--- src/hdl/vsa_pkg.sv ---
// shared types and helpers for the vertex skinning accumulator
// command and status structs between controller and datapath, word layouts
// no dependencies
package vsa_pkg;

    localparam int S_DATA_W = 184;
    localparam int M_DATA_W = 192;

    // input word field offsets
    localparam int F_IDX    = 0;
    localparam int F_PX     = 7;
    localparam int F_PY     = 39;
    localparam int F_PZ     = 71;
    localparam int F_QW     = 103;
    localparam int F_QX     = 119;
    localparam int F_QY     = 135;
    localparam int F_QZ     = 151;
    localparam int F_BIAS   = 167;

    localparam int ACC_W    = 55;
    localparam int PROD_W   = 53;
    localparam int T_W      = 36;

    typedef enum logic [2:0] {
        A_QW, A_QX, A_QY, A_QZ, A_BIAS
    } a_sel_t;

    typedef enum logic [3:0] {
        B_PX, B_PY, B_PZ, B_TX, B_TY, B_TZ, B_VX, B_VY, B_VZ, B_WX, B_WY, B_WZ
    } b_sel_t;

    typedef enum logic [1:0] {
        ACC_HOLD, ACC_LOAD, ACC_ADD, ACC_SUB
    } acc_op_t;

    typedef enum logic [3:0] {
        ST_NONE, ST_TX, ST_TY, ST_TZ, ST_WX, ST_WY, ST_WZ,
        ST_AVX, ST_AVY, ST_AVZ, ST_ANX, ST_ANY, ST_ANZ
    } store_t;

    typedef enum logic [1:0] {
        VS_NONE, VS_X, VS_Y, VS_Z
    } vsum_t;

    typedef struct packed {
        logic    write_joint;
        logic    load_item;
        logic    emit;
        a_sel_t  a_sel;
        b_sel_t  b_sel;
        acc_op_t acc_op;
        store_t  store;
        vsum_t   vsum;
    } dp_cmd_t;

    typedef struct packed {
        logic out_free;
    } dp_stat_t;

    function automatic logic signed [31:0] sat32(input logic signed [41:0] x);
        if (x > 42'sd2147483647)
            return 32'sh7fffffff;
        else if (x < -42'sd2147483648)
            return 32'sh80000000;
        else
            return x[31:0];
    endfunction

endpackage

--- src/hdl/vsa_ctrl.sv ---
// sequencer for the vertex skinning accumulator
// steps one shared multiply-accumulate through the rotation and bias terms
// depends on vsa_pkg
module vsa_ctrl (
    input  logic             clk,
    input  logic             rst_n,
    input  logic             in_valid,
    input  logic             in_mode,
    input  logic             in_last,
    output logic             in_ready,
    input  vsa_pkg::dp_stat_t stat,
    output vsa_pkg::dp_cmd_t  cmd
);
    import vsa_pkg::*;

    localparam int LAST_STEP = 22;

    typedef enum logic [1:0] {
        S_IDLE, S_RUN, S_EMIT
    } state_t;

    state_t     state_reg;
    logic [4:0] step_reg;
    logic       last_reg;
    logic       ready_reg;
    logic       accept;

    assign in_ready = ready_reg;
    assign accept   = in_valid && ready_reg;

    // microcode: multiply operands, accumulate op, stores lagged by prod_reg and acc_reg
    function automatic dp_cmd_t step_cmd(input logic [4:0] s);
        dp_cmd_t c;
        c = '{write_joint: 1'b0, load_item: 1'b0, emit: 1'b0, a_sel: A_QW,
              b_sel: B_PX, acc_op: ACC_HOLD, store: ST_NONE, vsum: VS_NONE};
        unique case (s)
            5'd0:  begin c.a_sel = A_QY; c.b_sel = B_PZ; c.acc_op = ACC_LOAD; end
            5'd1:  begin c.a_sel = A_QZ; c.b_sel = B_PY; c.acc_op = ACC_SUB; end
            5'd2:  begin c.a_sel = A_QZ; c.b_sel = B_PX; c.acc_op = ACC_LOAD; end
            5'd3:  begin c.a_sel = A_QX; c.b_sel = B_PZ; c.acc_op = ACC_SUB;
                         c.store = ST_TX; end
            5'd4:  begin c.a_sel = A_QX; c.b_sel = B_PY; c.acc_op = ACC_LOAD; end
            5'd5:  begin c.a_sel = A_QY; c.b_sel = B_PX; c.acc_op = ACC_SUB;
                         c.store = ST_TY; end
            5'd6:  begin c.a_sel = A_QW; c.b_sel = B_TX; c.acc_op = ACC_LOAD; end
            5'd7:  begin c.a_sel = A_QZ; c.b_sel = B_TY; c.acc_op = ACC_SUB;
                         c.store = ST_TZ; end
            5'd8:  begin c.a_sel = A_QY; c.b_sel = B_TZ; c.acc_op = ACC_ADD; end
            5'd9:  begin c.a_sel = A_QW; c.b_sel = B_TY; c.acc_op = ACC_LOAD; end
            5'd10: begin c.a_sel = A_QZ; c.b_sel = B_TX; c.acc_op = ACC_ADD;
                         c.store = ST_WX; end
            5'd11: begin c.a_sel = A_QX; c.b_sel = B_TZ; c.acc_op = ACC_SUB;
                         c.vsum = VS_X; end
            5'd12: begin c.a_sel = A_QW; c.b_sel = B_TZ; c.acc_op = ACC_LOAD; end
            5'd13: begin c.a_sel = A_QX; c.b_sel = B_TY; c.acc_op = ACC_ADD;
                         c.store = ST_WY; end
            5'd14: begin c.a_sel = A_QY; c.b_sel = B_TX; c.acc_op = ACC_SUB;
                         c.vsum = VS_Y; end
            5'd15: begin c.a_sel = A_BIAS; c.b_sel = B_VX; c.acc_op = ACC_LOAD; end
            5'd16: begin c.a_sel = A_BIAS; c.b_sel = B_WX; c.acc_op = ACC_LOAD;
                         c.store = ST_WZ; end
            5'd17: begin c.a_sel = A_BIAS; c.b_sel = B_VY; c.acc_op = ACC_LOAD;
                         c.store = ST_AVX; c.vsum = VS_Z; end
            5'd18: begin c.a_sel = A_BIAS; c.b_sel = B_WY; c.acc_op = ACC_LOAD;
                         c.store = ST_ANX; end
            5'd19: begin c.a_sel = A_BIAS; c.b_sel = B_VZ; c.acc_op = ACC_LOAD;
                         c.store = ST_AVY; end
            5'd20: begin c.a_sel = A_BIAS; c.b_sel = B_WZ; c.acc_op = ACC_LOAD;
                         c.store = ST_ANY; end
            5'd21: c.store = ST_AVZ;
            5'd22: c.store = ST_ANZ;
            default: c.store = ST_NONE;
        endcase
        return c;
    endfunction

    always_comb
    begin
        cmd = step_cmd(5'd31);
        unique case (state_reg)
            S_IDLE:
            begin
                cmd.write_joint = accept && !in_mode;
                cmd.load_item   = accept && in_mode;
            end
            S_RUN:  cmd = step_cmd(step_reg);
            S_EMIT: cmd.emit = stat.out_free;
            default: cmd.emit = 1'b0;
        endcase
    end

    always_ff @(posedge clk or negedge rst_n)
    begin
        if (!rst_n)
        begin
            state_reg <= S_IDLE;
            step_reg  <= '0;
            last_reg  <= 1'b0;
            ready_reg <= 1'b0;
        end
        else
        begin
            unique case (state_reg)
                S_IDLE:
                begin
                    ready_reg <= 1'b1;
                    if (accept && in_mode)
                    begin
                        state_reg <= S_RUN;
                        step_reg  <= '0;
                        last_reg  <= in_last;
                        ready_reg <= 1'b0;
                    end
                end
                S_RUN:
                begin
                    if (step_reg == 5'(LAST_STEP))
                    begin
                        if (last_reg)
                            state_reg <= S_EMIT;
                        else
                        begin
                            state_reg <= S_IDLE;
                            ready_reg <= 1'b1;
                        end
                    end
                    else
                        step_reg <= step_reg + 5'd1;
                end
                S_EMIT:
                begin
                    if (stat.out_free)
                    begin
                        state_reg <= S_IDLE;
                        ready_reg <= 1'b1;
                    end
                end
                default: state_reg <= S_IDLE;
            endcase
        end
    end

endmodule

--- config.mk ---
export PLATFORM = sky130hd
export DESIGN_NAME = vsa_ctrl
export DESIGN_NICKNAME = d
export VERILOG_FILES = /design/src/hdl/vsa_pkg.sv /design/src/hdl/vsa_ctrl.sv
export SDC_FILE = /design/constraint.sdc
export NUM_CORES = 1
export LEC_CHECK = 0
export ABC_CLOCK_PERIOD_IN_PS = 1700
export CAP_MARGIN = 20
export CORE_AREA = 2 2 49 51
export DETAILED_ROUTE_END_ITERATION = 8
export DIE_AREA = 0 0 51 53
export DONT_BUFFER_PORTS = 1
export HOLD_SLACK_MARGIN = 0.02
export PLACE_DENSITY = 0.73
export SYNTH_ARGS = -nofsm -noshare
export SYNTH_HDL_FRONTEND = slang
export SYNTH_SLANG_ARGS = --single-unit
--- constraint.sdc ---
create_clock -name clk -period 1.7 [get_ports clk]
set_input_delay 0.085 -clock clk [delete_from_list [all_inputs] [get_ports clk]]
set_output_delay 0.085 -clock clk [all_outputs]
set_load 0.05 [all_outputs]
==> results of run 1 <==
-- cell usage after synthesis, types with 3 or more instances --
library cell | n | area (um2)
a211oi_1 | 3 | 22.52
nor2_1 | 16 | 60.06
a31oi_1 | 5 | 31.28
nor3_1 | 6 | 30.03
nand2b_1 | 4 | 25.02
nand3_1 | 7 | 35.03
nand2_1 | 17 | 63.81
buf_2 | 4 | 20.02
dfrtp_1 | 9 | 225.2
inv_1 | 7 | 26.28
ha_1 | 9 | 112.6
o21ai_1 | 6 | 30.03
o211ai_1 | 3 | 22.52
clkbuf_1 | 6 | 22.52
nor2b_1 | 3 | 18.77
a21oi_1 | 14 | 70.07
-- kinds of logic after synthesis --
group,Yosys count,share of synthesized area (%)
compound gates,51,29.81
fa+ha+maj,9,9.719
buf+inv,22,8.855
flops,9,19.44
mux,2,1.836
simple gates,69,30.35
-- through the flow --
| step | hold slack, ns | instance area, um2 |
|---|---|---|
| floorplan | -0.2106 | 1285 |
| global placement | -0.2104 | 1698 |
| detailed placement | -0.2104 | 1698 |
==> summary.txt, run 1 <==
Status
  – Status: stopped before the end
  – Halt Stage: clock tree synthesis
  – Log Error: [ERROR DPL-0038] Utilization greater than 100%, impossible to legalize

Placed design
  – Final RePlAce weighted congestion: 0.9406
  – Placed cell count: 220
  – IO buf count: 0
  – Dpl ws: -0.1241 ns
  – HPWL Detailed: 3.008 mm

Clocking
  – Max Buffers Root-to-Sink: 2
  – Number of H-tree levels: 1
  – Clk sinks: 9
  – Hold-fix buffers, CTS: 2
  – Post-CTS sizing: 75
  – Root Driver: clkbuf_4
  – TritonCTS Buffers: 3
  – Post-CTS Setup Repair Bufs: 15

Yosys
  – Syn avg cell area: 7.152 um2
  – Register area share after synthesis: 19.44%
  – Register bit total from synthesis: 9
  – Post-synth EDFFs: 0
  – Mapped Nets: 177
  – Ys flop type: dfrtp_1
  – Yosys cell types: 49
  – Async SR Flop Fraction: 100.0%
  – Post-Syn Instances: 162
  – Synth warnings: 0
  – Synth Cell Area: 1159 um2

Die
  – # rows: 17
  – Initial Util: 53.93%
  – Die Y: 53 um
  – I/O pins: 25
  – Die width: 51 um
==> run 2: changes to the inputs <==
==> config.mk (replaced) <==
export PLATFORM = sky130hd
export DESIGN_NAME = vsa_ctrl
export DESIGN_NICKNAME = d
export VERILOG_FILES = /design/src/hdl/vsa_pkg.sv /design/src/hdl/vsa_ctrl.sv
export SDC_FILE = /design/constraint.sdc
export NUM_CORES = 1
export LEC_CHECK = 0
export ABC_CLOCK_PERIOD_IN_PS = 2200
export CAP_MARGIN = 20
export CORE_AREA = 2 2 63 65
export DETAILED_ROUTE_END_ITERATION = 8
export DIE_AREA = 0 0 65 67
export DONT_BUFFER_PORTS = 1
export PLACE_DENSITY_LB_ADDON = 0.15
export SYNTH_ARGS = -nofsm -noshare
export SYNTH_HDL_FRONTEND = slang
export SYNTH_SLANG_ARGS = --single-unit
==> constraint.sdc (replaced) <==
create_clock -name clk -period 2.2 [get_ports clk]
set_input_delay 0.11 -clock clk [delete_from_list [all_inputs] [get_ports clk]]
set_output_delay 0.11 -clock clk [all_outputs]
set_load 0.05 [all_outputs]
==> summary.txt, run 2 <==
Placed design
  – Placed Area: 1379 um2 (was 1698 um2)
  – HPWL Detailed: 2.512 mm (was 3.008 mm)
  – IO buf count: 0 (unchanged)
  – Placed cell count: 221 (was 220)
  – Final RePlAce weighted congestion: 0.8539 (was 0.9406)

Cells and area
  – # nets final: 194
  – Most frequent cells in the layout: 22 x buf_4, 17 x nand2_1, 16 x nor2_1
  – Design area: 1466 um2
  – Max reg flops: 5
  – Final std cells w/o fill: 226
  – Syn-to-layout area delta: 26.57%
  – Diode count: 0
  – Layout cell share with drive strength beyond 1: 24.16%
  – Commonest non-fill, non-tap cell in the layout: buf_4

Status
  – Status: finished, final reports clean (was stopped before the end)

Routing
  – DRC: 0
  – Antenna viol nets, final: 0
  – Initial drt markers: 53
  – Avg WL per Cell: 14.82 um
  – Initial DRT Pass Iterations: 4
  – Vias per std cell: 5.628
  – Total Routed Length: 3.350 mm
  – DR vias: 1272

GRT
  – Largest net degree at the start of global routing: 17
  – Grt met2 use: 28.87%
  – Initial antenna violation count: 0
  – Met1 Use GR: 20.80%
  – Number of global-route vias before repair: 1231
  – GR Util All Layers: 16.34%
  – Global-route wire length before repair: 5.685 mm
  – Grt total ovfl: 0
  – Global routing usage on met3: 1.351%
  – Grt peak-use layer: met2

Yosys
  – Post-Syn Instances: 162 (unchanged)
  – Synth warnings: 0 (unchanged)
  – Synth top area share: 19.44% (unchanged)
  – Synth Cell Area: 1159 um2 (unchanged)
  – Post-synth EDFFs: 0 (unchanged)
  – Mapped Nets: 177 (unchanged)
  – Register area share after synthesis: 19.44% (unchanged)
  – Synth cell count leaders: 17 x nand2_1, 16 x nor2_1, 14 x a21oi_1 (unchanged)
  – Ranking of synthesized cells by area: dfrtp_1 19%, ha_1 9.7%, a21oi_1 6.0% (unchanged)
  – Register bit total from synthesis: 9 (unchanged)
  – Syn avg cell area: 7.152 um2 (unchanged)
  – Yosys cell types: 49 (unchanged)
  – Ys flop type: dfrtp_1 (unchanged)
  – Async SR Flop Fraction: 100.0% (unchanged)
  – Post-synth top area cell: dfrtp_1 (unchanged)
  – Most numerous cell in the Yosys netlist: nand2_1 (unchanged)

Worst setup path
  – Reg-to-Reg Start: step_reg[1]$_DFFE_PN0P_
  – CP max-delay cell: dfrtp_2
  – CP peak stage delay: 0.45 ns
  – Reg2Reg Depth: 5
  – CP Capture Point: cmd[10]
  – Max FO, Critical Path: 13
  – Cell Chain, Critical Path: ha_2 -> or2_1 -> a21oi_1 -> nor3_1 -> o31a_1 -> buf_4
  – Worst Path Required: 2.09 ns
  – Crit end category: output port
  – Critical path startpoint: step_reg[1]$_DFFE_PN0P_
  – Startpoint types: flop
  – Setup slack, reg-to-reg: 0.41 ns
  – R2r endpoint: step_reg[4]$_DFFE_PN0P_
  – WS Path Type: flop to output port
  – Critical Path AT: 1.95 ns

Timing
  – Worst-margin pin slew: 0.4957 ns
  – Final hold vios: 0
  – Fin crit share: 93.68%
  – Setup Viol. Count Final: 0
  – Pins Over Slew Limit: 0
  – Setup TNS: 0 ns
  – F_max: 485.2 MHz
  – RSZ-0062 raised after global routing: false
  – Max transition margin: 66.93%
  – Layout Skew: 0.004086 ns
  – Final min period: 2.061 ns

Clocking
  – Post-CTS Setup Repair Bufs: 0 (was 15)
  – CTS tree: built
  – TritonCTS Buffers: 3 (unchanged)
  – Worst skew pair latency: 0.24 ns
  – Max Buffers Root-to-Sink: 2 (unchanged)
  – Clk sinks: 9 (unchanged)
  – Root Driver: clkbuf_8 (was clkbuf_4)
  – Number of H-tree levels: 1 (unchanged)
  – Clock slew at reported path FFs: 0.05 ns

Pwr
  – Gate power share: 73.3%
  – Static Leakage: 0.6073 nW
  – Clk pwr share: 10.2%
  – Sw Share: 56.16%
  – P_int: 0.8406 mW
  – Switching power: 1.077 mW
  – Reg power frac: 16.5%
  – PwrDens: 1308 nW/um2
  – Max VDD drop: 0.0004418 V

Die
  – # rows: 22 (was 17)
  – Full die area: 4355 um2
  – Core box area: 3606 um2
  – Die Y: 67 um (was 53 um)
  – Die width: 65 um (was 51 um)
  – Initial Util: 32.13% (was 53.93%)
  – I/O pins: 25 (unchanged)

Min path
  – Worst hold-check path type: input port to flop
  – Worst hold stages: 1

Job
  – Max-cap viol count: 0
==> run 2: worst min path at each step <==
stage	from	end	slack (ns)
floorplan	rst_n	in_ready$_DFFE_PN0P_	-0.19
global placement	rst_n	last_reg$_DFFE_PN0P_	-0.19
detailed placement	rst_n	in_ready$_DFFE_PN0P_	-0.19
CTS	in_last	last_reg$_DFFE_PN0P_	0.01
global route	in_last	last_reg$_DFFE_PN0P_	0.02
finish	in_last	last_reg$_DFFE_PN0P_	0.01
==> run 2: power groups by stage <==
stage | clock network (mW) | logic (mW) | registers [mW]
after floorplan | 0 | 1.00 | 0.286
after global placement | 0 | 1.37 | 0.307
after detailed placement | 0 | 1.37 | 0.310
after CTS | 0.199 | 1.38 | 0.308
after global routing | 0.207 | 1.51 | 0.332
final | 0.195 | 1.40 | 0.317
==> run 2: layout make-up <==
class                   instances  area [um2]
inverters                       9       33.78
flip-flops and latches          9       230.2
clock buffers                   4       45.04
multi-input cells             131       882.1
repair buffers                 25       215.2
fillers                       381        2140
well taps                      48       60.06
==> run 2: cell families (layout without fill, tap and decap cells) <==
kind of cell | after synthesis | after routing | synth area share (%)
DFF | 9 | 9 | 19.44
muxes | 2 | 2 | 1.836
AOI/OAI and AO/OA | 51 | 51 | 29.81
adders and majority gates | 9 | 9 | 9.719
and+or+nand+nor | 69 | 69 | 30.35
buffers and inverters | 22 | 38 | 8.855
==> run 2: metrics by stage <==
stage | hold WS, ns | utilization (%) | setup WS [ns] | power (mW)
CTS | 0.01495 | 39.90 | 0.04008 | 1.889
global route | 0.01912 | 40.67 | 0.05527 | 2.054
floorplan | -0.1856 | - | 0.02361 | 1.286
global placement | -0.1854 | 38.24 | 0.2816 | 1.679
detailed placement | -0.1855 | 38.24 | 0.2473 | 1.678
finish | 0.01200 | 40.67 | 0.1391 | 1.917
==> run 2: metal layers <==
metal | routed length [um] | vias up
li1 | - | 625
met5 | 0 | -
met3 | 207 | 7
met1 | 1465 | 593
met2 | 1616 | 47
met4 | 59 | 0
==> run 2: worst max-delay path, delay by kind of cell (launching register included) <==
kind,cells,cell delay [ns]
AO/OA/AOI/OAI,2,0.44
buffers and inverters,1,0.19
adder cells (fa/ha/maj),1,0.28
AND/OR/NAND/NOR,2,0.36
flip-flops,1,0.45
==> run 2: what timing repair did <==
action / 4_1_cts / 5_1_grt
gates resized for setup: 2 / 9
setup endpoints to repair: 2 / 5
hold endpoints to repair: 9 / 0
hold buffers: 1 / 0
pin swaps: 1 / 1
Note: power is estimated with default switching activity, not from simulation.
==> run 3: changes to the inputs <==
--- a/config.mk
+++ b/config.mk
@@ -5,9 +5,10 @@
 export SDC_FILE = /design/constraint.sdc
 export NUM_CORES = 1
 export LEC_CHECK = 0
-export ABC_CLOCK_PERIOD_IN_PS = 2200
+export ABC_CLOCK_PERIOD_IN_PS = 2100
 export CAP_MARGIN = 20
 export CORE_AREA = 2 2 63 65
+export CTS_CLUSTER_SIZE = 30
 export DETAILED_ROUTE_END_ITERATION = 8
 export DIE_AREA = 0 0 65 67
 export DONT_BUFFER_PORTS = 1
==> constraint.sdc (replaced) <==
create_clock -name clk -period 2.1 [get_ports clk]
set_input_delay 0.105 -clock clk [delete_from_list [all_inputs] [get_ports clk]]
set_output_delay 0.105 -clock clk [all_outputs]
set_load 0.05 [all_outputs]
==> summary.txt, run 3 (synthesis gave the netlist of run 2 again) <==
Routing
  – DR vias: 1280 (was 1272)
  – Initial DRT Pass Iterations: 4 (unchanged)
  – Avg WL per Cell: 14.97 um (was 14.82 um)
  – DR top layer: met4 (unchanged)
  – Wl on met1: 1.502 mm (was 1.465 mm)
  – DR WL met2: 1.763 mm (was 1.616 mm)
  – Vias per std cell: 5.541 (was 5.628)
  – Met3 WL: 158 um (was 207 um)
  – Antenna viol nets, final: 0 (unchanged)
  – Total Routed Length: 3.459 mm (was 3.350 mm)
  – Initial drt markers: 44 (was 53)
  – DRC: 0 (unchanged)

Cells and area
  – Fill count: 370 (was 381)
  – Max reg flops: 5 (unchanged)
  – Diode count: 0 (unchanged)
  – Reg area: 229.0 um2 (was 230.2 um2)
  – Most frequent cells in the layout: 26 x buf_4, 17 x nand2_1, 16 x nor2_1 (was 22 x buf_4, 17 x nand2_1, 16 x nor2_1)
  – Design area: 1535 um2 (was 1466 um2)
  – Layout cell share with drive strength beyond 1: 28.96% (was 24.16%)
  – Syn-to-layout area delta: 32.51% (was 26.57%)
  – # nets final: 199 (was 194)
  – Area of the multi-input gates: 902.1 um2 (was 882.1 um2)
  – Commonest non-fill, non-tap cell in the layout: buf_4 (unchanged)

Pwr
  – Static Leakage: 0.6417 nW (was 0.6073 nW)
  – Total power: 2.113 mW (was 1.917 mW)
  – Max VDD drop: 0.0005258 V (was 0.0004418 V)
  – PwrDens: 1377 nW/um2 (was 1308 nW/um2)

Worst setup path
  – R2r endpoint: step_reg[4]$_DFFE_PN0P_ (unchanged)
  – CP delay by family, top: compound AO/OA/AOI/OAI gates (was flip-flops)
  – Buf/Inv on CP: 3 (was 1)
  – Max FO, Critical Path: 6 (was 13)
  – Worst Path Required: 2.00 ns (was 2.09 ns)
  – Setup slack, reg-to-reg: 0.38 ns (was 0.41 ns)
  – CP max-delay cell: dfrtp_2 (unchanged)
  – Cell Chain, Critical Path: inv_1 -> ha_2 -> buf_4 -> o32a_1 -> o221a_1 -> buf_12 (was ha_2 -> or2_1 -> a21oi_1 -> nor3_1 -> o31a_1 -> buf_4)
  – Critical Path AT: 1.95 ns (about the same)
  – Crit end category: output port (unchanged)
  – Reg2Reg Depth: 5 (unchanged)
  – Reg-to-Reg Start: step_reg[0]$_DFFE_PN0P_ (was step_reg[1]$_DFFE_PN0P_)
  – Startpoint types: flop (unchanged)
  – WS Path Type: flop to output port (unchanged)
  – CP peak stage delay: 0.41 ns (was 0.45 ns)

Placed design
  – IO buf count: 0 (unchanged)
  – HPWL Detailed: 2.634 mm (was 2.512 mm)
  – Placed Area: 1435 um2 (was 1379 um2)
  – Final RePlAce weighted congestion: 0.8790 (was 0.8539)

Timing
  – Final min period: 2.053 ns
  – Setup Viol. Count Final: 0 (unchanged)
  – Worst-margin pin slew: 0.5010 ns (was 0.4957 ns)
  – Layout Skew: 0.002286 ns (was 0.004086 ns)
  – F_max: 487.0 MHz
  – RSZ-0062 raised after global routing: true (was false)
  – Pins Over Slew Limit: 0 (unchanged)
  – Max transition margin: 66.58% (was 66.93%)
  – Fin crit share: 97.78%
  – Final hold vios: 0 (unchanged)

Die
  – Full die area: 4355 um2 (unchanged)
  – Initial Util: 32.13% (unchanged)
  – I/O pins: 25 (unchanged)
  – # rows: 22 (unchanged)
  – Die width: 65 um (unchanged)
  – Die Y: 67 um (unchanged)
  – Core box area: 3606 um2 (unchanged)

GRT
  – Global-route wire length before repair: 5.568 mm (was 5.685 mm)
  – Number of global-route vias before repair: 1214 (was 1231)
  – Grt total ovfl: 0 (unchanged)
  – GR Util All Layers: 16.28% (was 16.34%)
  – Largest net degree at the start of global routing: 24 (was 17)
  – Initial antenna violation count: 0 (unchanged)

Min path
  – Worst hold-check path type: input port to flop (unchanged)
  – WHS Endpoint: last_reg$_DFFE_PN0P_ (unchanged)
  – HP Start: in_last (unchanged)
  – Worst hold stages: 1 (unchanged)

Clocking
  – Max Buffers Root-to-Sink: 2 (unchanged)
  – Clock slew at reported path FFs: 0.04 ns (was 0.05 ns)
  – Number of H-tree levels: 1 (unchanged)
  – Post-CTS Setup Repair Bufs: 0 (unchanged)
  – Clk sinks: 9 (unchanged)
  – CTS tree: built (unchanged)
  – TritonCTS Buffers: 3 (unchanged)
  – Root Driver: clkbuf_8 (unchanged)
  – Worst skew pair latency: 0.23 ns (was 0.24 ns)

Status
  – Status: finished, final reports clean (unchanged)

Job
  – Max-cap viol count: 0 (unchanged)
-- run 3: final cells by class --
type / count / share of cell area, %
Timing Repair Buffer: 30 / 17.28
Inverter: 9 / 2.200
Multi-Input combinational cell: 131 / 58.76
Tap cell: 48 / 3.912
Clock buffer: 4 / 2.934
Sequential cell: 9 / 14.91
-- run 3: power by group --
group / internal (mW) / switching (mW) / total (mW)
Clock: 0.132 / 0.0692 / 0.202
Combinational: 0.600 / 0.992 / 1.59
Sequential: 0.230 / 0.0899 / 0.320
-- run 3: worst max-delay path by stage --
stage,slack (ns),end,cells past startpoint,startpoint
floorplan,0.03,cmd[6],6,step_reg[0]$_DFFE_PN0P_
global placement,0.15,cmd[6],6,step_reg[0]$_DFFE_PN0P_
detailed placement,0.1,cmd[6],6,step_reg[0]$_DFFE_PN0P_
CTS,-0.02,cmd[6],6,step_reg[0]$_DFFE_PN0P_
global route,-0.009,cmd[7],8,step_reg[1]$_DFFE_PN0P_
finish,0.05,cmd[12],6,step_reg[0]$_DFFE_PN0P_
-- run 3: timing repair --
| item | 4_1_cts | 5_1_grt |
|---|---|---|
| endpoints found under the hold margin | 9 | 0 |
| hold buffers | 1 | 0 |
| resized for setup | 5 | 10 |
| pin swaps | 1 | 2 |
| setup endpoints to repair | 5 | 6 |
-- run 3: metrics by stage --
| step | TNS [ns] | hold slack, ns | std cells | utilization, % | setup slack [ns] |
|---|---|---|---|---|---|
| after floorplan | 0 | -0.1906 | 162 | - | 0.02939 |
| after global placement | 0 | -0.1903 | 226 | 39.80 | 0.1487 |
| after detailed placement | 0 | -0.1903 | 226 | 39.80 | 0.09747 |
| after CTS | -0.03534 | 0.009849 | 231 | 41.57 | -0.01914 |
| after global routing | -0.01128 | 0.02998 | 231 | 42.57 | -0.009162 |
| final | 0 | 0.007161 | 231 | 42.57 | 0.04661 |
-- run 3: metal layers --
layer / vias up / global-route usage (%)
met4: 0 / 5.053
met5: - / 0
li1: 631 / -
met2: 44 / 29.77
met3: 4 / 1.689
met1: 601 / 19.92
==> run 4: changes to the inputs <==
--- a/config.mk
+++ b/config.mk
@@ -12,7 +12,7 @@
 export DETAILED_ROUTE_END_ITERATION = 8
 export DIE_AREA = 0 0 65 67
 export DONT_BUFFER_PORTS = 1
-export PLACE_DENSITY_LB_ADDON = 0.15
+export PLACE_DENSITY = 0.49
 export SYNTH_ARGS = -nofsm -noshare
 export SYNTH_HDL_FRONTEND = slang
 export SYNTH_SLANG_ARGS = --single-unit
==> summary.txt, run 4 (synthesis gave the netlist of run 2 again) <==
Status
  – Status: finished, final reports clean (unchanged)

Min path
  – Worst hold stages: 1 (unchanged)
  – WHS Endpoint: last_reg$_DFFE_PN0P_ (unchanged)
  – HP Start: in_last (unchanged)
  – Worst hold-check path type: input port to flop (unchanged)

Worst setup path
  – Reg-to-Reg Start: step_reg[1]$_DFFE_PN0P_ (was step_reg[0]$_DFFE_PN0P_)
  – Crit end category: output port (unchanged)
  – Worst Path Required: 2.00 ns (about the same)
  – R2r endpoint: step_reg[3]$_DFFE_PN0P_ (was step_reg[4]$_DFFE_PN0P_)
  – Reg2Reg Depth: 7 (was 5)
  – Startpoint types: flop (unchanged)
  – WS Path Type: flop to output port (unchanged)
  – Setup slack, reg-to-reg: 0.24 ns (was 0.38 ns)
  – Max FO, Critical Path: 6 (unchanged)
  – Critical Path AT: 1.94 ns (was 1.95 ns)

Clocking
  – TritonCTS Buffers: 3 (unchanged)
  – Worst skew pair latency: 0.24 ns (was 0.23 ns)
  – Clk sinks: 9 (unchanged)
  – Clock slew at reported path FFs: 0.05 ns (was 0.04 ns)
  – Number of H-tree levels: 1 (unchanged)
  – CTS tree: built (unchanged)
  – Root Driver: clkbuf_8 (unchanged)
  – Max Buffers Root-to-Sink: 2 (unchanged)

Timing
  – Worst-margin pin slew: 0.5090 ns (was 0.5010 ns)
  – RSZ-0062 raised after global routing: true (unchanged)
  – Final hold vios: 0 (unchanged)
  – Final setup margin: 0.05497 ns (was 0.04661 ns)
  – Max transition margin: 66.04% (was 66.58%)
  – Worst hold margin: 0.01686 ns (was 0.007161 ns)
  – Pins Over Slew Limit: 0 (unchanged)
  – Final min period: 2.045 ns (was 2.053 ns)
  – Fin crit share: 97.38% (was 97.78%)
  – F_max: 489.0 MHz (was 487.0 MHz)
  – Setup Viol. Count Final: 0 (unchanged)
  – Layout Skew: 0.003349 ns (was 0.002286 ns)

Job
  – Max-cap viol count: 0 (unchanged)

Placed design
  – Dpl ws: 0.1884 ns (was 0.09747 ns)
  – IO buf count: 0 (unchanged)
  – Placed Area: 1435 um2 (unchanged)
  – HPWL Detailed: 2.582 mm (was 2.634 mm)
  – Final RePlAce weighted congestion: 0.9918 (was 0.8790)
  – Placed cell count: 226 (unchanged)

Cells and area
  – Commonest non-fill, non-tap cell in the layout: buf_4 (unchanged)
  – Max reg flops: 5 (unchanged)
  – Reg area: 227.7 um2 (was 229.0 um2)
  – Design area: 1521 um2 (was 1535 um2)
  – Syn-to-layout area delta: 31.32% (was 32.51%)
  – Area of the multi-input gates: 878.3 um2 (was 902.1 um2)
  – Layout cell share with drive strength beyond 1: 26.09% (was 28.96%)
  – Most frequent cells in the layout: 26 x buf_4, 17 x nand2_1, 16 x nor2_1 (unchanged)
  – Final std cells w/o fill: 232 (was 231)
  – Diode count: 0 (unchanged)
  – Fill count: 368 (was 370)
  – # nets final: 200 (was 199)

Routing
  – DRC: 0 (unchanged)
  – Avg WL per Cell: 14.84 um (was 14.97 um)
  – DR vias: 1305 (was 1280)
  – Initial DRT Pass Iterations: 4 (unchanged)
  – Antenna viol nets, final: 0 (unchanged)
  – Initial drt markers: 103 (was 44)
  – Total Routed Length: 3.443 mm (was 3.459 mm)
  – Vias per std cell: 5.625 (was 5.541)

Die
  – I/O pins: 25 (unchanged)
  – # rows: 22 (unchanged)
  – Die width: 65 um (unchanged)
  – Initial Util: 32.13% (unchanged)
  – Die Y: 67 um (unchanged)
  – Core box area: 3606 um2 (unchanged)
  – Full die area: 4355 um2 (unchanged)

GRT
  – Grt total ovfl: 0 (unchanged)
  – Largest net degree at the start of global routing: 22 (was 24)
  – Global-route wire length before repair: 5.816 mm (was 5.568 mm)
  – Initial antenna violation count: 0 (unchanged)
  – Number of global-route vias before repair: 1237 (was 1214)
  – GR Util All Layers: 16.94% (was 16.28%)

Pwr
  – PwrDens: 1365 nW/um2 (was 1377 nW/um2)
  – Static Leakage: 0.6454 nW (was 0.6417 nW)
  – Max VDD drop: 0.0005119 V (was 0.0005258 V)
==> run 4: changes by cell type in the layout (fill, tap and decap cells not counted), sizes merged <==
cell / change
buf: +1
==> run 4: critical path, stage by stage (launching register included) <==
cell	delay, ns
dfrtp_1	0.41
buf_4	0.16
ha_1	0.22
buf_4	0.17
nor3b_2	0.17
o21ai_1	0.10
o311ai_1	0.10
o211ai_1	0.19
buf_12	0.19
==> run 4: layout make-up <==
type / instances / area share [%]
clock buffers: 4 / 2.961
flip-flops and latches: 9 / 14.97
inverters: 9 / 2.220
repair buffers: 31 / 18.17
well taps: 48 / 3.947
multi-input cells: 131 / 57.73
==> run 4: timing repair <==
| item | CTS | global route |
|---|---|---|
| pin swaps | 1 | 2 |
| hold buffers | 1 | 0 |
| hold endpoints to repair | 9 | 0 |
| setup buffers | 1 | 0 |
| setup endpoints to repair | 2 | 10 |
| resized for setup | 2 | 7 |
==> run 4: through the flow <==
| step | total power, mW | TNS (ns) | utilization [%] |
|---|---|---|---|
| after floorplan | 1.351 | 0 | - |
| after global placement | 1.816 | 0 | 39.80 |
| after detailed placement | 1.824 | 0 | 39.80 |
| after CTS | 2.061 | 0 | 41.60 |
| after global routing | 2.245 | -0.2046 | 42.19 |
| final | 2.076 | 0 | 42.19 |
==> run 4: worst max-delay path by stage <==
stage                                  from  endpoint  slack (ns)  depth (start not counted)
floorplan           step_reg[0]$_DFFE_PN0P_    cmd[6]        0.03                          6
global placement    step_reg[0]$_DFFE_PN0P_    cmd[6]        0.24                          5
detailed placement  step_reg[0]$_DFFE_PN0P_    cmd[6]        0.19                          5
CTS                 step_reg[0]$_DFFE_PN0P_    cmd[6]        0.01                          6
global route        step_reg[1]$_DFFE_PN0P_    cmd[7]       -0.05                          8
finish              step_reg[1]$_DFFE_PN0P_    cmd[6]        0.05                          8
==> run 4: report_power, final <==
group          switching [mW]  internal (mW)
sequential             0.0823          0.229
clock                  0.0721          0.133
combinational           0.987          0.573
total                    1.14          0.935
==> run 4: layer usage <==
metal  vias to the layer above  wire, um  global-route usage, %
li1                        638         -                      -
met1                       626      1565                  21.79
met4                         0         8                  6.383
met5                         -         0                      0
met3                         2       157                  1.689
met2                        39      1712                  29.12
